==> config.mk <==
export PLATFORM = sky130hd
export DESIGN_NAME = boot_sequencer_with_retry
export DESIGN_NICKNAME = d
export VERILOG_FILES = /design/src/rtl/core/bsr_pkg.sv /design/src/rtl/core/bsr_regs.sv /design/src/rtl/core/bsr_step.sv /design/src/rtl/core/boot_sequencer_with_retry.sv
export SDC_FILE = /design/constraint.sdc
export NUM_CORES = 1
export LEC_CHECK = 0
export ABC_AREA = 1
export BUFFER_PORTS_ARGS = -buffer_cell sky130_fd_sc_hd__buf_4
export CAP_MARGIN = 20
export CORE_AREA = 8 8 163 165
export DETAILED_ROUTE_END_ITERATION = 6
export DIE_AREA = 0 0 171 173
export PLACE_DENSITY = 0.77
export SYNTH_ARGS = -nofsm -noshare
export SYNTH_HDL_FRONTEND = slang
export SYNTH_SLANG_ARGS = --single-unit
==> constraint.sdc <==
create_clock -name clk -period 3.75 [get_ports clk]
set_input_delay 0.5625 -clock clk [delete_from_list [all_inputs] [get_ports clk]]
set_output_delay 0.5625 -clock clk [all_outputs]
set_load 0.02 [all_outputs]
==> src/rtl/core/bsr_pkg.sv <==
// shared types, codes and the transition table of the boot sequencer
// no dependencies
package bsr_pkg;

	// boot phases
	typedef enum logic [3:0] {
		PH_POWER_STAB   = 4'd0,
		PH_SYS_SETUP    = 4'd1,
		PH_USB_DEV_INIT = 4'd2,
		PH_CORE_START   = 4'd3,
		PH_WAIT_CORE    = 4'd4,
		PH_WDOG_START   = 4'd5,
		PH_POWER_EN     = 4'd6,
		PH_FINAL_CHECK  = 4'd7,
		PH_COMPLETE     = 4'd8,
		PH_ERROR        = 4'd9,
		PH_RETRY        = 4'd10
	} phase_t;

	// event codes, five to seven never match
	localparam logic [2:0] EV_TIMER      = 3'd0;
	localparam logic [2:0] EV_SUCCESS    = 3'd1;
	localparam logic [2:0] EV_FAILURE    = 3'd2;
	localparam logic [2:0] EV_CORE_READY = 3'd3;
	localparam logic [2:0] EV_RETRY_LIM  = 3'd4;

	// configuration register indexes
	typedef enum logic [2:0] {
		REG_COLD_BOOT   = 3'd0,
		REG_USB_DEV     = 3'd1,
		REG_USB_STACK   = 3'd2,
		REG_PROGRESSIVE = 3'd3,
		REG_WATCHDOG    = 3'd4,
		REG_FINAL_STAB  = 3'd5,
		REG_POWER_EN    = 3'd6,
		REG_RETRY_LIMIT = 3'd7
	} reg_idx_t;

	localparam int unsigned CfgDataW  = 16;
	localparam int unsigned CfgIndexW = 3;

	localparam logic [15:0] WAIT_RESET  = 16'd100;
	localparam logic [7:0]  LIMIT_RESET = 8'd3;
	localparam logic [7:0]  TALLY_MAX   = 8'hFF;

	// which register supplies the timeout of a new phase
	typedef enum logic [2:0] {
		WS_NONE,
		WS_COLD_BOOT,
		WS_USB_DEV,
		WS_USB_STACK,
		WS_PROGRESSIVE,
		WS_WATCHDOG,
		WS_FINAL_STAB,
		WS_POWER_EN
	} wait_sel_t;

	typedef struct packed {
		logic [2:0]  event_code;
		logic [31:0] now_ms;
	} in_beat_t;

	typedef struct packed {
		logic       accepted;
		logic [3:0] state_now;
		logic [3:0] state_before;
		logic       is_complete;
		logic       is_error;
		logic [7:0] retries_used;
	} out_beat_t;

	typedef struct packed {
		logic [15:0] cold_boot_wait;
		logic [15:0] usb_device_wait;
		logic [15:0] usb_stack_wait;
		logic [15:0] progressive_wait;
		logic [15:0] watchdog_wait;
		logic [15:0] final_stabilize_wait;
		logic [15:0] power_enable_wait;
		logic [7:0]  retry_limit;
	} cfg_bank_t;

	typedef struct packed {
		phase_t      phase;
		phase_t      prior;
		logic [31:0] stamp;
		logic [15:0] timeout;
		logic [7:0]  tally;
	} seq_state_t;

	typedef struct packed {
		logic      hit;
		phase_t    to;
		wait_sel_t sel;
	} edge_t;

	// fixed transition table
	function automatic edge_t edge_lookup(input phase_t ph, input logic [2:0] ev);
		edge_t e;
		e = '{hit: 1'b0, to: PH_POWER_STAB, sel: WS_NONE};
		unique case (ph)
			PH_POWER_STAB: begin
				if (ev == EV_TIMER) e = '{1'b1, PH_SYS_SETUP, WS_COLD_BOOT};
			end
			PH_SYS_SETUP: begin
				if (ev == EV_SUCCESS) e = '{1'b1, PH_USB_DEV_INIT, WS_USB_DEV};
				else if (ev == EV_FAILURE) e = '{1'b1, PH_ERROR, WS_NONE};
			end
			PH_USB_DEV_INIT: begin
				if (ev == EV_SUCCESS) e = '{1'b1, PH_CORE_START, WS_USB_STACK};
				else if (ev == EV_FAILURE) e = '{1'b1, PH_RETRY, WS_USB_STACK};
			end
			PH_CORE_START: begin
				if (ev == EV_SUCCESS) e = '{1'b1, PH_WAIT_CORE, WS_PROGRESSIVE};
				else if (ev == EV_FAILURE) e = '{1'b1, PH_RETRY, WS_PROGRESSIVE};
			end
			PH_WAIT_CORE: begin
				if (ev == EV_CORE_READY) e = '{1'b1, PH_WDOG_START, WS_WATCHDOG};
				else if (ev == EV_TIMER) e = '{1'b1, PH_RETRY, WS_PROGRESSIVE};
			end
			PH_WDOG_START: begin
				if (ev == EV_SUCCESS) e = '{1'b1, PH_POWER_EN, WS_FINAL_STAB};
				else if (ev == EV_FAILURE) e = '{1'b1, PH_RETRY, WS_PROGRESSIVE};
			end
			PH_POWER_EN: begin
				if (ev == EV_SUCCESS) e = '{1'b1, PH_FINAL_CHECK, WS_POWER_EN};
				else if (ev == EV_FAILURE) e = '{1'b1, PH_RETRY, WS_PROGRESSIVE};
			end
			PH_FINAL_CHECK: begin
				if (ev == EV_SUCCESS) e = '{1'b1, PH_COMPLETE, WS_NONE};
				else if (ev == EV_FAILURE) e = '{1'b1, PH_RETRY, WS_PROGRESSIVE};
			end
			PH_RETRY: begin
				if (ev == EV_TIMER) e = '{1'b1, PH_SYS_SETUP, WS_NONE};
				else if (ev == EV_RETRY_LIM) e = '{1'b1, PH_ERROR, WS_NONE};
			end
			default: begin
				e = '{hit: 1'b0, to: PH_POWER_STAB, sel: WS_NONE};
			end
		endcase
		return e;
	endfunction

endpackage

==> src/rtl/core/bsr_regs.sv <==
// configuration register bank of the boot sequencer
// depends on bsr_pkg
module bsr_regs (
	input  logic                                 clk,
	input  logic                                 arst_n,
	input  logic                                 cfg_write,
	input  logic [bsr_pkg::CfgIndexW-1:0]        cfg_index,
	input  logic [bsr_pkg::CfgDataW-1:0]         cfg_data,
	output bsr_pkg::cfg_bank_t                   bank
);
	import bsr_pkg::*;

	cfg_bank_t bank_q;
	reg_idx_t  idx;

	assign idx  = reg_idx_t'(cfg_index);
	assign bank = bank_q;

	always_ff @(posedge clk or negedge arst_n) begin
		if (!arst_n) begin
			bank_q <= '{WAIT_RESET, WAIT_RESET, WAIT_RESET, WAIT_RESET,
				WAIT_RESET, WAIT_RESET, WAIT_RESET, LIMIT_RESET};
		end else if (cfg_write) begin
			unique case (idx)
				REG_COLD_BOOT:   bank_q.cold_boot_wait       <= cfg_data;
				REG_USB_DEV:     bank_q.usb_device_wait      <= cfg_data;
				REG_USB_STACK:   bank_q.usb_stack_wait       <= cfg_data;
				REG_PROGRESSIVE: bank_q.progressive_wait     <= cfg_data;
				REG_WATCHDOG:    bank_q.watchdog_wait        <= cfg_data;
				REG_FINAL_STAB:  bank_q.final_stabilize_wait <= cfg_data;
				REG_POWER_EN:    bank_q.power_enable_wait    <= cfg_data;
				REG_RETRY_LIMIT: bank_q.retry_limit          <= cfg_data[7:0];
				default:         bank_q                      <= bank_q;
			endcase
		end
	end

endmodule

==> src/rtl/core/bsr_step.sv <==
// next-state logic for one event: timeout check, table lookup, retry count
// depends on bsr_pkg
module bsr_step (
	input  bsr_pkg::in_beat_t   beat,
	input  bsr_pkg::seq_state_t cur,
	input  bsr_pkg::cfg_bank_t  bank,
	output logic                hit,
	output bsr_pkg::seq_state_t nxt
);
	import bsr_pkg::*;

	logic [31:0] elapsed;
	logic        expired;
	logic [2:0]  ev_eff;
	edge_t       e;
	logic [15:0] wait_val;
	logic [7:0]  tally_inc;
	logic        from_retry;

	// elapsed time wraps modulo 2^32
	assign elapsed = beat.now_ms - cur.stamp;
	assign expired = (cur.timeout != 16'd0) && (elapsed >= {16'd0, cur.timeout});
	assign ev_eff  = expired ? EV_TIMER : beat.event_code;
	assign e       = edge_lookup(cur.phase, ev_eff);

	assign from_retry = (cur.phase == PH_RETRY);
	assign tally_inc  = (cur.tally == TALLY_MAX) ? TALLY_MAX : cur.tally + 8'd1;

	always_comb begin
		unique case (e.sel)
			WS_COLD_BOOT:   wait_val = bank.cold_boot_wait;
			WS_USB_DEV:     wait_val = bank.usb_device_wait;
			WS_USB_STACK:   wait_val = bank.usb_stack_wait;
			WS_PROGRESSIVE: wait_val = bank.progressive_wait;
			WS_WATCHDOG:    wait_val = bank.watchdog_wait;
			WS_FINAL_STAB:  wait_val = bank.final_stabilize_wait;
			WS_POWER_EN:    wait_val = bank.power_enable_wait;
			default:        wait_val = 16'd0;
		endcase
	end

	always_comb begin
		hit = e.hit;
		nxt = cur;
		if (e.hit) begin
			nxt.prior   = cur.phase;
			nxt.phase   = e.to;
			nxt.stamp   = beat.now_ms;
			nxt.timeout = wait_val;
			if (from_retry) begin
				nxt.tally = tally_inc;
				// give up once the limit is reached
				if (tally_inc >= bank.retry_limit) begin
					nxt.phase   = PH_ERROR;
					nxt.timeout = 16'd0;
				end
			end
		end
	end

endmodule

==> src/rtl/core/boot_sequencer_with_retry.sv <==
// top level of the boot sequencer: handshake stages and sequence state
// depends on bsr_pkg, bsr_regs and bsr_step
//
// one event beat per clock sustained while out_ready stays high; a beat is
// held in an input register, resolved against the sequence state by a
// single pass of the timeout compare and the transition table, and its
// result beat is registered. the input side stays ready while a result
// waits as long as the input register is empty or moves on in the same
// cycle. every event gives exactly one result beat, with accepted low
// when the (phase, event) pair has no transition. the phase timeout is
// checked before the table: a nonzero timeout that has run out (now
// minus entry time, wrapping) turns the event into timer expired.
// configuration registers are written through a plain write port and
// only take effect on the next transition that loads them; write them
// while no event is in flight.
module boot_sequencer_with_retry (
	input  logic                          clk,
	input  logic                          arst_n,
	// event channel
	input  logic                          in_valid,
	output logic                          in_ready,
	input  bsr_pkg::in_beat_t             in_data,
	// result channel
	output logic                          out_valid,
	input  logic                          out_ready,
	output bsr_pkg::out_beat_t            out_data,
	// configuration writes
	input  logic                          cfg_write,
	input  logic [bsr_pkg::CfgIndexW-1:0] cfg_index,
	input  logic [bsr_pkg::CfgDataW-1:0]  cfg_data
);
	import bsr_pkg::*;

	cfg_bank_t  bank;

	// input stage
	logic       valid_s1;
	in_beat_t   data_s1;

	// result stage
	logic       valid_s2;
	out_beat_t  data_s2;

	// sequence state
	seq_state_t state_q;
	seq_state_t state_nxt;
	logic       hit;

	// input stage advances when the result slot is free or being drained
	logic       advance;

	bsr_regs u_regs (
		.clk       (clk),
		.arst_n    (arst_n),
		.cfg_write (cfg_write),
		.cfg_index (cfg_index),
		.cfg_data  (cfg_data),
		.bank      (bank)
	);

	bsr_step u_step (
		.beat (data_s1),
		.cur  (state_q),
		.bank (bank),
		.hit  (hit),
		.nxt  (state_nxt)
	);

	assign advance  = valid_s1 && (!valid_s2 || out_ready);
	assign in_ready = !valid_s1 || advance;

	assign out_valid = valid_s2;
	assign out_data  = data_s2;

	// input register
	always_ff @(posedge clk or negedge arst_n) begin
		if (!arst_n) begin
			valid_s1 <= 1'b0;
		end else if (in_valid && in_ready) begin
			valid_s1 <= 1'b1;
		end else if (advance) begin
			valid_s1 <= 1'b0;
		end
	end

	always_ff @(posedge clk) begin
		if (in_valid && in_ready) begin
			data_s1 <= in_data;
		end
	end

	// sequence state updates as each beat is resolved; a miss leaves it as is
	always_ff @(posedge clk or negedge arst_n) begin
		if (!arst_n) begin
			state_q <= '{phase: PH_POWER_STAB, prior: PH_POWER_STAB, stamp: 32'd0,
				timeout: WAIT_RESET, tally: 8'd0};
		end else if (advance) begin
			state_q <= state_nxt;
		end
	end

	// result register
	always_ff @(posedge clk or negedge arst_n) begin
		if (!arst_n) begin
			valid_s2 <= 1'b0;
		end else if (advance) begin
			valid_s2 <= 1'b1;
		end else if (out_ready) begin
			valid_s2 <= 1'b0;
		end
	end

	always_ff @(posedge clk) begin
		if (advance) begin
			data_s2.accepted     <= hit;
			data_s2.state_now    <= state_nxt.phase;
			data_s2.state_before <= state_nxt.prior;
			data_s2.is_complete  <= (state_nxt.phase == PH_COMPLETE);
			data_s2.is_error     <= (state_nxt.phase == PH_ERROR);
			data_s2.retries_used <= state_nxt.tally;
		end
	end

endmodule

=== Word level (Yosys, flattened, before mapping) ===
Index checks and enable logic that the tools add are counted.

* Input port bits: 59
* Output and inout bits: 21
* Register bits after elaboration: 240
* Word-level logic and storage cells: 105

* Order comparisons: 2
* Equal/unequal tests: 29
* Add/subtract/negate cells: 2
* Reduce and logical (&&, ||, !) cells: 22
* Multiplexer cells: 27

{| class="wikitable"
|+ Operators by type and width
! kind !! count
|-
| 8-bit 2-to-1 mux || 15
|-
| 16-bit case mux with 7 select lines || 1
|-
| 8-bit case mux with 9 select lines || 1
|-
| 64-bit 2-to-1 mux || 1
|-
| 32-bit by 16-bit greater-or-equal comparator with 1-bit output || 1
|-
| 32-bit subtractor || 1
|-
| 3-bit == test (second input constant) || 9
|-
| 24-bit 2-to-1 mux || 1
|-
| 3-bit by 2-bit == test with 1-bit output (second input constant) || 6
|-
| 2-bit AND reduction || 9
|-
| 4-bit by 3-bit == test with 1-bit output (second input constant) || 4
|-
| 16-bit 2-to-1 mux || 1
|-
| 16-bit nonzero test || 1
|-
| 4-bit == test (second input constant) || 3
|-
| 3-bit by 1-bit == test with 1-bit output (second input constant) || 3
|-
| 8-bit by 1-bit adder with 8-bit output (second input constant) || 1
|-
| 4-bit by 2-bit == test with 1-bit output (second input constant) || 2
|-
| 8-bit == test (second input constant) || 1
|-
| 8-bit greater-or-equal comparator || 1
|-
| 4-bit 2-to-1 mux || 2
|-
| 3-bit logical NOT || 2
|-
| 4-bit by 1-bit == test with 1-bit output (second input constant) || 1
|-
| 4-bit logical NOT || 1
|-
| 1-bit 2-to-1 mux || 4
|-
| other kinds (5) || 10
|}

=== Logic depth before layout (Yosys ltp) ===
Gate-level depths: netlist of the first run.

* Depth after elaboration: 14
* Mapped depth: 33
* Mapped depth without buffers: 32

=== Cells and area by module ===
From an unflattened synthesis of the first run, not the netlist that was laid out.

* Cells, all modules: 1956
* Area, all modules: 14305.0 µm²

{| class="wikitable"
|+ Modules (own cells, without submodules)
! module !! sequential area each (µm²) !! times used !! cells each !! area an instance (µm²)
|-
| bsr_step || 0.0 || 1 || 1072 || 5270.1
|-
| bsr_regs || 3031.7 || 1 || 537 || 4758.3
|-
| boot_sequencer_with_retry || 3276.9 || 1 || 347 || 4276.6
|}

=== Worst setup path before layout of the first run ===
Ideal clock, no wire load.

* Kind: flip-flop to flip-flop
* Start: register state_q[24] (netlist bit)
* End: register state_q[11] (netlist bit)
* Period minus slack after synthesis: 3762 ps
* Library setup time: 116 ps
* Cell stages (with the launch flop): 30
* Slack: -12 ps
* Required time: 3634 ps
* Buffers on the path: 2
* Arrival: 3645 ps
* Cell sequence: dfrtp_1 -> ha_1 -> fa_1 -> inv_1 -> nand2_1 -> nand3_1 -> nand2_1 -> nand2_1 -> xor2_1 -> ha_1 -> nand2_1 -> nor2_1 -> a211oi_1 -> nand3_1 -> nor2_1 -> nand3_1 -> nor2_1 -> nand2_2 -> a21oi_1 -> nor2_1 -> nand2_2 -> nand2_2 -> a21oi_4 -> nand2_4 -> nand2_4 -> inv_2 -> buf_6 -> buf_6 -> nand2_1 -> nand2_1

* Elaborated cells on any way between the ends: 35
* Classes of those cells: add/sub (1); order compare (1); eq/ne (11); mux (19); reduce/logical (3)

{| class="wikitable"
|+ RTL lines
! element !! line !! RTL
|-
| start, declared || boot_sequencer_with_retry.sv:45 || <nowiki>seq_state_t state_q;</nowiki>
|-
| start signal, assigned || boot_sequencer_with_retry.sv:95 || <nowiki>state_q <= '{phase: PH_POWER_STAB, prior: PH_POWER_STAB, stamp: 32'd0,</nowiki>
|-
| start signal, assigned || boot_sequencer_with_retry.sv:98 || <nowiki>state_q <= state_nxt;</nowiki>
|-
| 32-bit subtractor * || bsr_step.sv:21 || <nowiki>assign elapsed = beat.now_ms - cur.stamp;</nowiki>
|-
| 32-bit by 16-bit greater-or-equal comparator with 1-bit output * || bsr_step.sv:22 || <nowiki>assign expired = (cur.timeout != 16'd0) && (elapsed >= {16'd0, cur.timeout});</nowiki>
|-
| 1-bit logical AND * || bsr_step.sv:22 ||
|-
| 3-bit 2-to-1 mux * || bsr_step.sv:23 || <nowiki>assign ev_eff = expired ? EV_TIMER : beat.event_code;</nowiki>
|-
| 3-bit == test (tied with other cells) || bsr_pkg.sv:135 || <nowiki>else if (ev == EV_RETRY_LIM) e = '{1'b1, PH_ERROR, WS_NONE};</nowiki>
|-
| 8-bit 2-to-1 mux (on tied branches) || -- ||
|-
| 8-bit 2-to-1 mux (tied with other cells) || bsr_pkg.sv:134 || <nowiki>if (ev == EV_TIMER) e = '{1'b1, PH_SYS_SETUP, WS_NONE};</nowiki>
|-
| 8-bit case mux with 9 select lines * || bsr_pkg.sv:101 || <nowiki>unique case (ph)</nowiki>
|-
| via hit || boot_sequencer_with_retry.sv:47 || <nowiki>logic hit;</nowiki>
|-
| 2-bit AND reduction (no line) * || -- ||
|}

The timed path passes the listed nets; every way through them passes the cells marked *.
A chain may end at the register's enable or synchronous reset.

=== Worst setup path after layout of the first run ===
* Start: register data_s1[6] (netlist bit)
* End: register state_q[31] (netlist bit)

* Longest elaborated chain between the ends: 9
* Elaborated cells on any way between the ends: 25
* Classes of those cells: add/sub (1); order compare (1); eq/ne (4); mux (16); reduce/logical (3)

{| class="wikitable"
|+ Ends and longest elaborated chain
! element !! line !! RTL
|-
| start, declared || boot_sequencer_with_retry.sv:38 || <nowiki>in_beat_t data_s1;</nowiki>
|-
| start signal, assigned || boot_sequencer_with_retry.sv:88 || <nowiki>data_s1 <= in_data;</nowiki>
|-
| 32-bit subtractor * || bsr_step.sv:21 ||
|-
| 32-bit by 16-bit greater-or-equal comparator with 1-bit output * || bsr_step.sv:22 ||
|-
| 1-bit logical AND * || bsr_step.sv:22 ||
|-
| 3-bit 2-to-1 mux * || bsr_step.sv:23 ||
|-
| 3-bit == test (tied with other cells) || bsr_pkg.sv:135 ||
|-
| 8-bit 2-to-1 mux (on tied branches) || -- ||
|-
| 8-bit 2-to-1 mux (tied with other cells) || bsr_pkg.sv:134 ||
|-
| 8-bit case mux with 9 select lines * || bsr_pkg.sv:101 ||
|-
| via hit || boot_sequencer_with_retry.sv:47 ||
|-
| 2-bit AND reduction (no line) * || -- ||
|}

Marks and branches as above.

==> results of run 1 <==
==> through the flow <==
step	power, mW	TNS, ns	hold slack, ns
finish	14.6	-15.20	0.0861
global route	14.5	-34.08	0.164
CTS	13.5	-7.51	0.123
detailed placement	10.3	-18.13	0.473
global placement	10.2	-12.66	0.465
floorplan	8.06	0	0.267
==> critical path: cells and delay by family (launching register included) <==
family          cells  cell delay, ns
simple gates       19            1.67
compound gates      5            0.75
fa+ha+maj           2            0.60
flops               1            0.45
buf+inv             3            0.27
xor+xnor            1            0.17
==> layer usage <==
| metal | track usage (%) | share of wire, % | vias up |
|---|---|---|---|
| met4 | 5.87 | 2.6 | 0 |
| met3 | 3.03 | 6.8 | 86 |
| met5 | 0 | 0 | - |
| li1 | - | - | 5893 |
| met2 | 38.5 | 47 | 456 |
| met1 | 33.2 | 44 | 5774 |
==> sequential cells by signal, indices dropped and copies added (netlist names) <==
signal / cells
out_data: 19
state_q: 64
data_s1: 35
valid_s1: 1
u_regs.bank: 120
out_valid: 1
==> cells in the final DEF, fill, tap and decap left out, types with 3 or more instances in the layout <==
cell type / n
ha_4: 15
clkinv_2: 4
nor2_2: 9
dfstp_2: 26
nor4_1: 6
nor2_4: 5
nand2_2: 41
o21a_1: 3
buf_4: 177
xor2_2: 6
nor2_1: 82
buf_6: 15
and2_1: 3
nand4_1: 44
inv_1: 265
nor3_1: 9
nand3_1: 69
clkbuf_16: 32
nor3_2: 3
edfxtp_1: 54
xor2_1: 6
a21oi_2: 9
buf_12: 14
nand3_2: 11
nand2_1: 517
o21ai_2: 9
xnor2_1: 3
nand3b_1: 4
o21ai_1: 46
inv_2: 15
dfrtp_1: 160
ha_1: 41
nand2_4: 15
a21oi_1: 40
clkbuf_8: 6
o21ai_0: 142
clkbuf_1: 8
==> cells by family after synthesis <==
logic type      Yosys count
buf+inv                 327
flops                   240
xor+xnor                 15
fa+ha+maj                57
simple gates            828
compound gates          262
==> power groups by stage <==
stage / sequential (mW) / combinational, mW / clock, mW
after floorplan: 3.87 / 4.19 / 0
after global placement: 3.84 / 6.31 / 0
after detailed placement: 3.87 / 6.47 / 0
after CTS: 3.84 / 7.09 / 2.60
after global routing: 3.80 / 7.96 / 2.71
final: 3.87 / 8.13 / 2.56
==> worst max path at each step <==
stage | cells past startpoint | slack (ns) | to | startpoint
2_1_floorplan | 28 | 0.001 | state_q[11] | data_s1[11]
3_3_place_gp | 28 | -0.28 | out_data[9] | data_s1[11]
3_5_place_dp | 29 | -0.41 | out_data[9] | data_s1[2]
4_1_cts | 25 | -0.16 | state_q[19] | data_s1[10]
5_1_grt | 30 | -0.53 | state_q[31] | data_s1[7]
6_report | 30 | -0.30 | state_q[31] | data_s1[6]
==> cell type report <==
class,count,area share (%)
clock buffer,41,4.63
clock inverter,7,0.449
inverter,282,6.33
multi-input combinational,1162,37.5
sequential,240,37.1
tap,324,2.38
timing repair buffer,214,11.6
==> what timing repair did <==
item                                    in CTS  in global routing
gates resized for setup                     77                125
pin swaps                                   20                 12
buffers inserted                            14                 15
cloned                                       2                  8
endpoints found under the setup margin      82                 83
==> results.sh, run 1 <==
export IMPL_outcome="finished, violations left"
export IMPL_violations="setup timing"
export IMPL_fillers=1820
export IMPL_drt_total_wl_mm=38.0
export IMPL_hold_path_class="primary input to asynchronous set/reset pin"
export IMPL_clockBufferDepth=3
export IMPL_synth_area_sq_um=13200
export IMPL_clock_latency_ns=0.55
export IMPL_p_clk_share_pct=17.6
export IMPL_worstReg2RegEnd="state_q[31]"
export IMPL_clock_skew_ns=0.0129
export IMPL_crit_arrival_ns=4.47
export IMPL_multi_input_area_sq_um=6380
export IMPL_start_util_pct=55.2
export IMPL_die_width_um=171
export IMPL_startpoint_type="register"
export IMPL_synthMuxAreaShare_pct=0
export IMPL_grt_overflow=0
export IMPL_worstSetupPathType="register to register"
export IMPL_fin_ws_ns=-0.298
export IMPL_final_cells=2270
export IMPL_grt_pass1_vias=11488
export IMPL_critPathSlowestCell="edfxtp_1"
export IMPL_rsz0062_at_grt="yes"
export IMPL_synthTopCellsByCount="nand2_1, inv_1, o21ai_0, dfrtp_1, nor2_1"
export IMPL_setup_violations_final=70
export IMPL_rr_worst_depth=30
export IMPL_p_comb_share_pct=55.8
export IMPL_p_switching_mw=6.17
export IMPL_antenna_left=0
export IMPL_p_sw_share_pct=42.4
export IMPL_synth_fp_nets=1845
export IMPL_die_y_um=173
export IMPL_die_area_sq_um=29600
export IMPL_r2r_slack_ns=-0.30
export IMPL_maxCapViolCount=0
export IMPL_layout_drive_gt1_share_pct=22.4
export IMPL_htreeDepth=1
export IMPL_syn_inst=1729
export IMPL_powerDensity_nw_per_um2=856
export IMPL_n_antenna_cell=0
export IMPL_internal_power_mw=8.39
export IMPL_rows=57
export IMPL_cts_made_buffers=27
export IMPL_synth_area_top_cells="dfrtp_1, nand2_1, edfxtp_1"
export IMPL_worstPathRequired_ns=4.17
export IMPL_slew_limit_headroom_pct=29.3
export IMPL_fin_crit_sh_pct=108
export IMPL_drv_slew=0
export IMPL_gp_congestion=0.941
export IMPL_final_util_pct=71.0
export IMPL_crit_fanout=11
export IMPL_placed_area_sq_um=15000
export IMPL_drtIter0Drc=1184
export IMPL_ctsRootBufferMaster="clkbuf_16"
export IMPL_synth_cell_types=44
export IMPL_post_route_cell_area_sq_um=17000
export IMPL_place_ws_ns=-0.407
export IMPL_rr_startpoint="data_s1[6]"
export IMPL_synth_top_area_share_pct=30.3
export IMPL_seqCellArea_sq_um=6310
export IMPL_ys_seq_area_share_pct=47.7
export IMPL_yosys_area_top_type="dfrtp_1"
export IMPL_hold_violations=0
export IMPL_yosys_warnings=0
export IMPL_pwr_share_seq_pct=26.6
export IMPL_peakVddDrop_mv=0.445
export IMPL_core_area_sq_um=24000
export IMPL_ys_flop_type="dfrtp_1"
export IMPL_yosys_area_share_simple_pct=26.1
export IMPL_slowest_delay_ns=0.45
export IMPL_async_flop_share_pct=77.5
export IMPL_place_inst=2182
export IMPL_drt_wirelength_per_cell_um=16.7
export IMPL_tritoncts="done"
export IMPL_yosysMostFrequentCell="nand2_1"
export IMPL_clkSlewWorstSetupHoldPaths_ns=0.06
export IMPL_synthToLayoutAreaGrowth_pct=28.6
export IMPL_synth_edf_count=54
export IMPL_remaining_drc_errors=0
export IMPL_vias_per_cell=5.38
export IMPL_cts_sinks=240
export IMPL_port_buffer_count=79
export IMPL_avgSynthCellArea_sq_um=7.65
export IMPL_ys_ff_latch=240
export IMPL_hold_buffers=0
export IMPL_drtPass1Iterations=6
export IMPL_synthAdderAreaFrac_pct=5.45
export IMPL_synth_top_family_by_area="simple AND/OR/NAND/NOR gates"
export IMPL_grt_start_max_net_pins=86
export IMPL_cellLeakagePower_nw=8.49
export IMPL_grt_pass1_wl_mm=57.7
export IMPL_worstMarginPinSlew_ns=1.06
export IMPL_synth_compound_area_share_pct=10.3
export IMPL_fin_nets=2043
export IMPL_crit_path_end_kind="register"
export IMPL_io_pins=80
export IMPL_antenna_found_initial=0
export IMPL_hpwl_mm=24.0
export IMPL_min_period_ns=4.05
export IMPL_fmax_ghz=0.247
export IMPL_track_usage_pct=23.7
export IMPL_synthXorXnorAreaFrac_pct=0.993
export IMPL_vias=12209
Note: power is estimated with default switching activity, not from simulation.
==> run 2, diff against run 1 <==
--- a/config.mk
+++ b/config.mk
@@ -7,11 +7,12 @@
 export LEC_CHECK = 0
 export ABC_AREA = 1
 export BUFFER_PORTS_ARGS = -buffer_cell sky130_fd_sc_hd__buf_4
-export CAP_MARGIN = 20
+export CAP_MARGIN = 30
 export CORE_AREA = 8 8 163 165
 export DETAILED_ROUTE_END_ITERATION = 6
 export DIE_AREA = 0 0 171 173
 export PLACE_DENSITY = 0.77
+export SETUP_SLACK_MARGIN = 0.15
 export SYNTH_ARGS = -nofsm -noshare
 export SYNTH_HDL_FRONTEND = slang
 export SYNTH_SLANG_ARGS = --single-unit
==> run 2 against run 1 <==
- the run still ends with setup timing left
- clock-buffer cell count up 1
- clock power up 2%
- die area unchanged
- critical path depth down 4
- sequential share of layout area down 0.54 points
- via count up 1.5%
- hold slack worse by 0.030 ns
- sequential power about the same
- fmax down 2.1%
- largest power group unchanged
==> results.sh, run 2 (synthesis results as in run 1) <==
export IMPL_outcome="finished, violations left"
export IMPL_violations="setup timing"
export IMPL_slew_limit_headroom_pct=34.4
export IMPL_largest_register_ffs=120
export IMPL_fin_crit_sh_pct=110
export IMPL_grt_pass1_wl_mm=57.6
export IMPL_n_antenna_cell=0
export IMPL_clock_skew_ns=0.0242
export IMPL_maxCapViolCount=0
export IMPL_powerDensity_nw_per_um2=865
export IMPL_hold_buffers=0
export IMPL_die_y_um=173
export IMPL_start_util_pct=55.2
export IMPL_gp_congestion=0.899
export IMPL_crit_arrival_ns=4.55
export IMPL_tritoncts="done"
export IMPL_core_area_sq_um=24000
export IMPL_drv_slew=0
export IMPL_clock_latency_ns=0.56
export IMPL_hpwl_mm=24.2
export IMPL_rr_startpoint="data_s1[7]"
export IMPL_fillers=1795
export IMPL_worstPathRequired_ns=4.17
export IMPL_fin_ws_ns=-0.386
export IMPL_hold_violations=0
export IMPL_cellLeakagePower_nw=8.60
export IMPL_antenna_left=0
export IMPL_rr_worst_depth=26
export IMPL_worstMarginPinSlew_ns=0.981
export IMPL_clockBufferDepth=3
export IMPL_io_pins=80
export IMPL_track_usage_pct=23.7
export IMPL_clkSlewWorstSetupHoldPaths_ns=0.07
export IMPL_drt_wirelength_per_cell_um=17.0
export IMPL_die_width_um=171
export IMPL_min_period_ns=4.14
export IMPL_ctsRootBufferMaster="clkbuf_16"
export IMPL_p_total_mw=14.9
export IMPL_rsz0062_at_grt="yes"
export IMPL_worstReg2RegEnd="state_q[36]"
export IMPL_synthToLayoutAreaGrowth_pct=30.5
export IMPL_remaining_drc_errors=0
export IMPL_r2r_slack_ns=-0.39
export IMPL_htreeDepth=1
export IMPL_cts_sinks=240
export IMPL_fmax_ghz=0.242
export IMPL_vias=12389
export IMPL_cts_made_buffers=26
export IMPL_hold_path_class="primary input to asynchronous set/reset pin"
export IMPL_peakVddDrop_mv=0.479
export IMPL_crit_path_end_kind="register"
export IMPL_drt_total_wl_mm=39.0
export IMPL_worstSetupPathType="register to register"
export IMPL_grt_start_max_net_pins=82
export IMPL_grt_pass1_vias=11573
export IMPL_startpoint_type="register"
export IMPL_place_ws_ns=-0.423
export IMPL_setup_violations_final=83
export IMPL_port_buffer_count=79
export IMPL_layout_commonest_cell="nand2_1"
export IMPL_fin_nets=2062
export IMPL_rows=57
export IMPL_grt_overflow=0
export IMPL_vias_per_cell=5.41
export IMPL_final_cell_mix="nand2_1, inv_1, buf_4"
export IMPL_drtIter0Drc=980
export IMPL_layout_drive_gt1_share_pct=24.1
export IMPL_antenna_found_initial=0
export IMPL_drtPass1Iterations=6
export IMPL_die_area_sq_um=29600
export IMPL_crit_fanout=11
[run 2: cell count changes in the layout (fill, tap and decap cells not counted), moves of 4 or more]
cell / delta
buf_4: +10
buf_6: +4
buf_8: +6
inv_1: -7
inv_2: +7
o21ai_1: -10
o21ai_2: +8
[run 2: worst max-delay path: stages (launching register included)]
cell and delay [ns]:
edfxtp_1 0.44, ha_4 0.32, nand2_2 0.09, nor2_1 0.21, nand3_1 0.15, nand3_2 0.14, xor2_2 0.19, ha_1 0.28
a21oi_2 0.16, nor3_2 0.05, nor3_2 0.16, a21oi_2 0.07, nor2_1 0.10, nand3_1 0.08, nor2_1 0.14, nand2_2 0.13
nand2_4 0.15, o31ai_4 0.10, nand2_2 0.14, nand2_4 0.07, a21oi_4 0.19, nand2_4 0.11, nand2_4 0.11, inv_8 0.08
clkbuf_16 0.18, nand2_1 0.07, o21ai_1 0.07
[run 2: report_power, final]
group	switching, mW	internal [mW]
registers	0.403	3.47
clock network	1.08	1.54
logic	4.88	3.55
total	6.36	8.57
[run 2: layout make-up]
class | count | area [sq um] | area share [%]
Timing Repair Buffer | 233 | 2150 | 12.5
Clock inverter | 6 | 87.6 | 0.507
Tap cell | 324 | 405 | 2.35
Multi-Input combinational cell | 1163 | 6440 | 37.3
Clock buffer | 42 | 801 | 4.64
Inverter | 282 | 1070 | 6.19
Sequential cell | 240 | 6310 | 36.5
[run 2: worst max-delay path by stage]
stage	from	endpoint	depth (start not counted)	slack [ns]
floorplan	data_s1[2]	state_q[11]	31	0.07
global placement	data_s1[12]	out_data[9]	27	-0.43
detailed placement	data_s1[12]	state_q[13]	27	-0.42
CTS	data_s1[9]	state_q[13]	27	-0.26
global route	data_s1[8]	state_q[36]	26	-0.65
finish	data_s1[7]	state_q[36]	26	-0.39
[run 2: metrics by stage]
| stage | util [%] | TNS [ns] | cell area [sq um] | std cells | hold WS, ns |
|---|---|---|---|---|---|
| floorplan | - | 0 | 13400 | 1729 | 0.267 |
| global placement | 62.7 | -21.83 | 15000 | 2184 | 0.466 |
| detailed placement | 62.9 | -22.93 | 15100 | 2186 | 0.473 |
| CTS | 68.1 | -13.71 | 16300 | 2252 | 0.0817 |
| global route | 72.0 | -44.51 | 17300 | 2290 | 0.124 |
| finish | 72.0 | -23.46 | 17300 | 2290 | 0.0564 |
[run 2: timing repair]
item | CTS | global route
resized for setup | 75 | 133
pin swaps | 13 | 58
endpoints found under the setup margin | 83 | 83
cloned | 2 | 8
setup buffers | 16 | 26
[run 2: layer usage]
layer	global-route usage (%)	share of wire, %	wire (um)	up-vias
met4	5.36	2.6	999	0
li1	-	-	-	5936
met3	3.85	8.2	3210	86
met1	33.1	42	16200	5844
met2	38.0	48	18500	523
met5	0	0	0	-
==> run 3, diff against run 2 <==
==> constraint.sdc (replaced) <==
create_clock -name clk -period 3.75 [get_ports clk]
set_input_delay 0.75 -clock clk [delete_from_list [all_inputs] [get_ports clk]]
set_output_delay 0.75 -clock clk [all_outputs]
set_load 0.02 [all_outputs]
==> run 3 against run 2 <==
- the flow still finishes with violations (setup timing)
- cell count down 0.39%
- routed wire length down 3.2%
- clock power increased by 5%
- global-route usage up 0.44 points
- worst setup slack worse by 0.019 ns
- critical path type unchanged
- critical endpoint is now out_data[10]
- first-iteration DRC count is 5.4% lower
- power about the same
- core utilization increased by 0.39 points
- non-clock buffer count fell by 10
- die area unchanged
==> results.sh, run 3 (synthesis results as in run 1) <==
export IMPL_p_sw_share_pct=41.9
export IMPL_drt_wirelength_per_cell_um=16.5
export IMPL_grt_overflow=0
export IMPL_rr_worst_depth=27
export IMPL_hpwl_mm=24.7
export IMPL_clkSlewWorstSetupHoldPaths_ns=0.07
export IMPL_pwr_share_seq_pct=26.1
export IMPL_gp_congestion=0.917
export IMPL_clock_latency_ns=0.55
export IMPL_use_met1_pct=33.5
export IMPL_drv_slew=0
export IMPL_worstReg2RegEnd="out_data[10]"
export IMPL_grt_use_met3_pct=2.89
export IMPL_peakVddDrop_mv=0.421
export IMPL_die_width_um=171
export IMPL_cellLeakagePower_nw=8.64
export IMPL_slew_limit_headroom_pct=44.4
export IMPL_rows=57
export IMPL_crit_fanout=8
export IMPL_drtIter0Drc=927
export IMPL_antenna_left=0
export IMPL_ctsRootBufferMaster="clkbuf_16"
export IMPL_internal_power_mw=8.67
export IMPL_drt_total_wl_mm=37.7
export IMPL_use_met2_pct=38.8
export IMPL_cts_made_buffers=27
export IMPL_antenna_found_initial=0
export IMPL_slowest_delay_ns=0.46
export IMPL_n_antenna_cell=0
export IMPL_outcome="finished, violations left"
export IMPL_grt_pass1_vias=11803
export IMPL_layout_commonest_cell="nand2_1"
export IMPL_place_ws_ns=-0.399
export IMPL_critPathBufInv=4
export IMPL_io_pins=80
export IMPL_clock_skew_ns=0.0129
export IMPL_clockBufferDepth=3
export IMPL_powerDensity_nw_per_um2=860
export IMPL_core_area_sq_um=24000
export IMPL_crit_arrival_ns=4.45
export IMPL_place_inst=2189
export IMPL_p_comb_share_pct=55.6
export IMPL_worstPathRequired_ns=4.05
export IMPL_layout_drive_gt1_share_pct=24.3
export IMPL_hold_path_class="primary input to asynchronous set/reset pin"
export IMPL_drtPass1Iterations=5
export IMPL_rr_startpoint="data_s1[5]"
export IMPL_hold_worst_slack_ns=0.237
export IMPL_cts_sinks=240
export IMPL_remaining_drc_errors=0
export IMPL_hold_buffers=0
export IMPL_track_usage_pct=24.1
export IMPL_fmax_ghz=0.241
export IMPL_final_setup_tns_ns=-24.36
export IMPL_grt_busiest_layer="met2"
export IMPL_p_clk_share_pct=18.3
export IMPL_vias_per_cell=5.37
export IMPL_port_buffer_count=79
export IMPL_start_util_pct=55.2
export IMPL_largest_register_ffs=120
export IMPL_fin_ws_ns=-0.405
export IMPL_p_switching_mw=6.26
export IMPL_synthToLayoutAreaGrowth_pct=31.2
export IMPL_rsz0062_at_grt="yes"
export IMPL_die_y_um=173
export IMPL_final_cells=2281
export IMPL_p_total_mw=14.9
export IMPL_die_area_sq_um=29600
export IMPL_grt_start_max_net_pins=83
export IMPL_final_cell_mix="nand2_1, inv_1, buf_4"
export IMPL_setup_violations_final=80
export IMPL_fin_nets=2052
export IMPL_hold_violations=0
export IMPL_crit_family="simple AND/OR/NAND/NOR gates"
export IMPL_grt_pass1_wl_mm=58.6
export IMPL_fin_crit_sh_pct=111
export IMPL_maxCapViolCount=0
export IMPL_violations="setup timing"
export IMPL_min_period_ns=4.16
export IMPL_tritoncts="done"
export IMPL_worstMarginPinSlew_ns=0.835
export IMPL_crit_path_end_kind="register"
export IMPL_crit_path_frequent_cell="nand2_2"
export IMPL_htreeDepth=1
export IMPL_startpoint_type="register"
export IMPL_vias=12254
export IMPL_worstSetupPathType="register to register"
export IMPL_r2r_slack_ns=-0.41
export IMPL_critPathSlowestCell="edfxtp_1"
==> run 3: cell types whose count changed in the layout (fill, tap and decap cells not counted), sizes merged <==
cell      previous run  this run
clkbuf              49        47
nor2                97        96
clkinvlp             0         1
bufinv               1         0
buf                226       219
inv                284       285
==> run 3: repair_timing <==
| action | CTS | global route |
|---|---|---|
| endpoints found under the setup margin | 83 | 83 |
| setup buffers | 12 | 18 |
| cloned | 2 | 6 |
| pin swaps | 27 | 38 |
| gates resized for setup | 43 | 177 |
==> run 3: layer usage <==
metal / routed length [um] / up-vias
li1: - / 5925
met1: 16500 / 5804
met2: 17600 / 443
met3: 2500 / 82
met4: 1160 / 0
met5: 0 / -
==> run 3: how the worst max path moves through the flow <==
stage	startpoint	endpoint	slack, ns	cells past startpoint
after floorplan	data_s1[2]	state_q[11]	0.07	31
after CTS	data_s1[9]	state_q[24]	-0.29	28
after global placement	data_s1[11]	state_q[11]	-0.40	27
after detailed placement	data_s1[12]	state_q[10]	-0.40	27
after global routing	data_s1[5]	state_q[41]	-0.62	28
final	data_s1[5]	out_data[10]	-0.41	27
==> run 3: area by class of cell <==
type,count,area [sq um]
clock buffer,43,878
inverter,282,1070
multi-input combinational,1162,6470
fill,1776,6610
timing repair buffer,223,2160
sequential,240,6310
tap,324,405
clock inverter,7,63.8
==> run 3: power by group through the flow <==
stage,clock network (mW),registers (mW),logic [mW]
6_report,2.74,3.89,8.31
5_1_grt,2.86,3.96,9.12
4_1_cts,2.76,3.85,7.11
3_5_place_dp,0,3.88,6.55
3_3_place_gp,0,3.85,6.40
2_1_floorplan,0,3.87,4.24
==> run 3: metrics by stage <==
step,util (%),instance area [sq um]
final,72.4,17400
after floorplan,-,13400
after global placement,62.8,15100
after global routing,72.4,17400
after detailed placement,63.2,15100
after CTS,68.5,16400
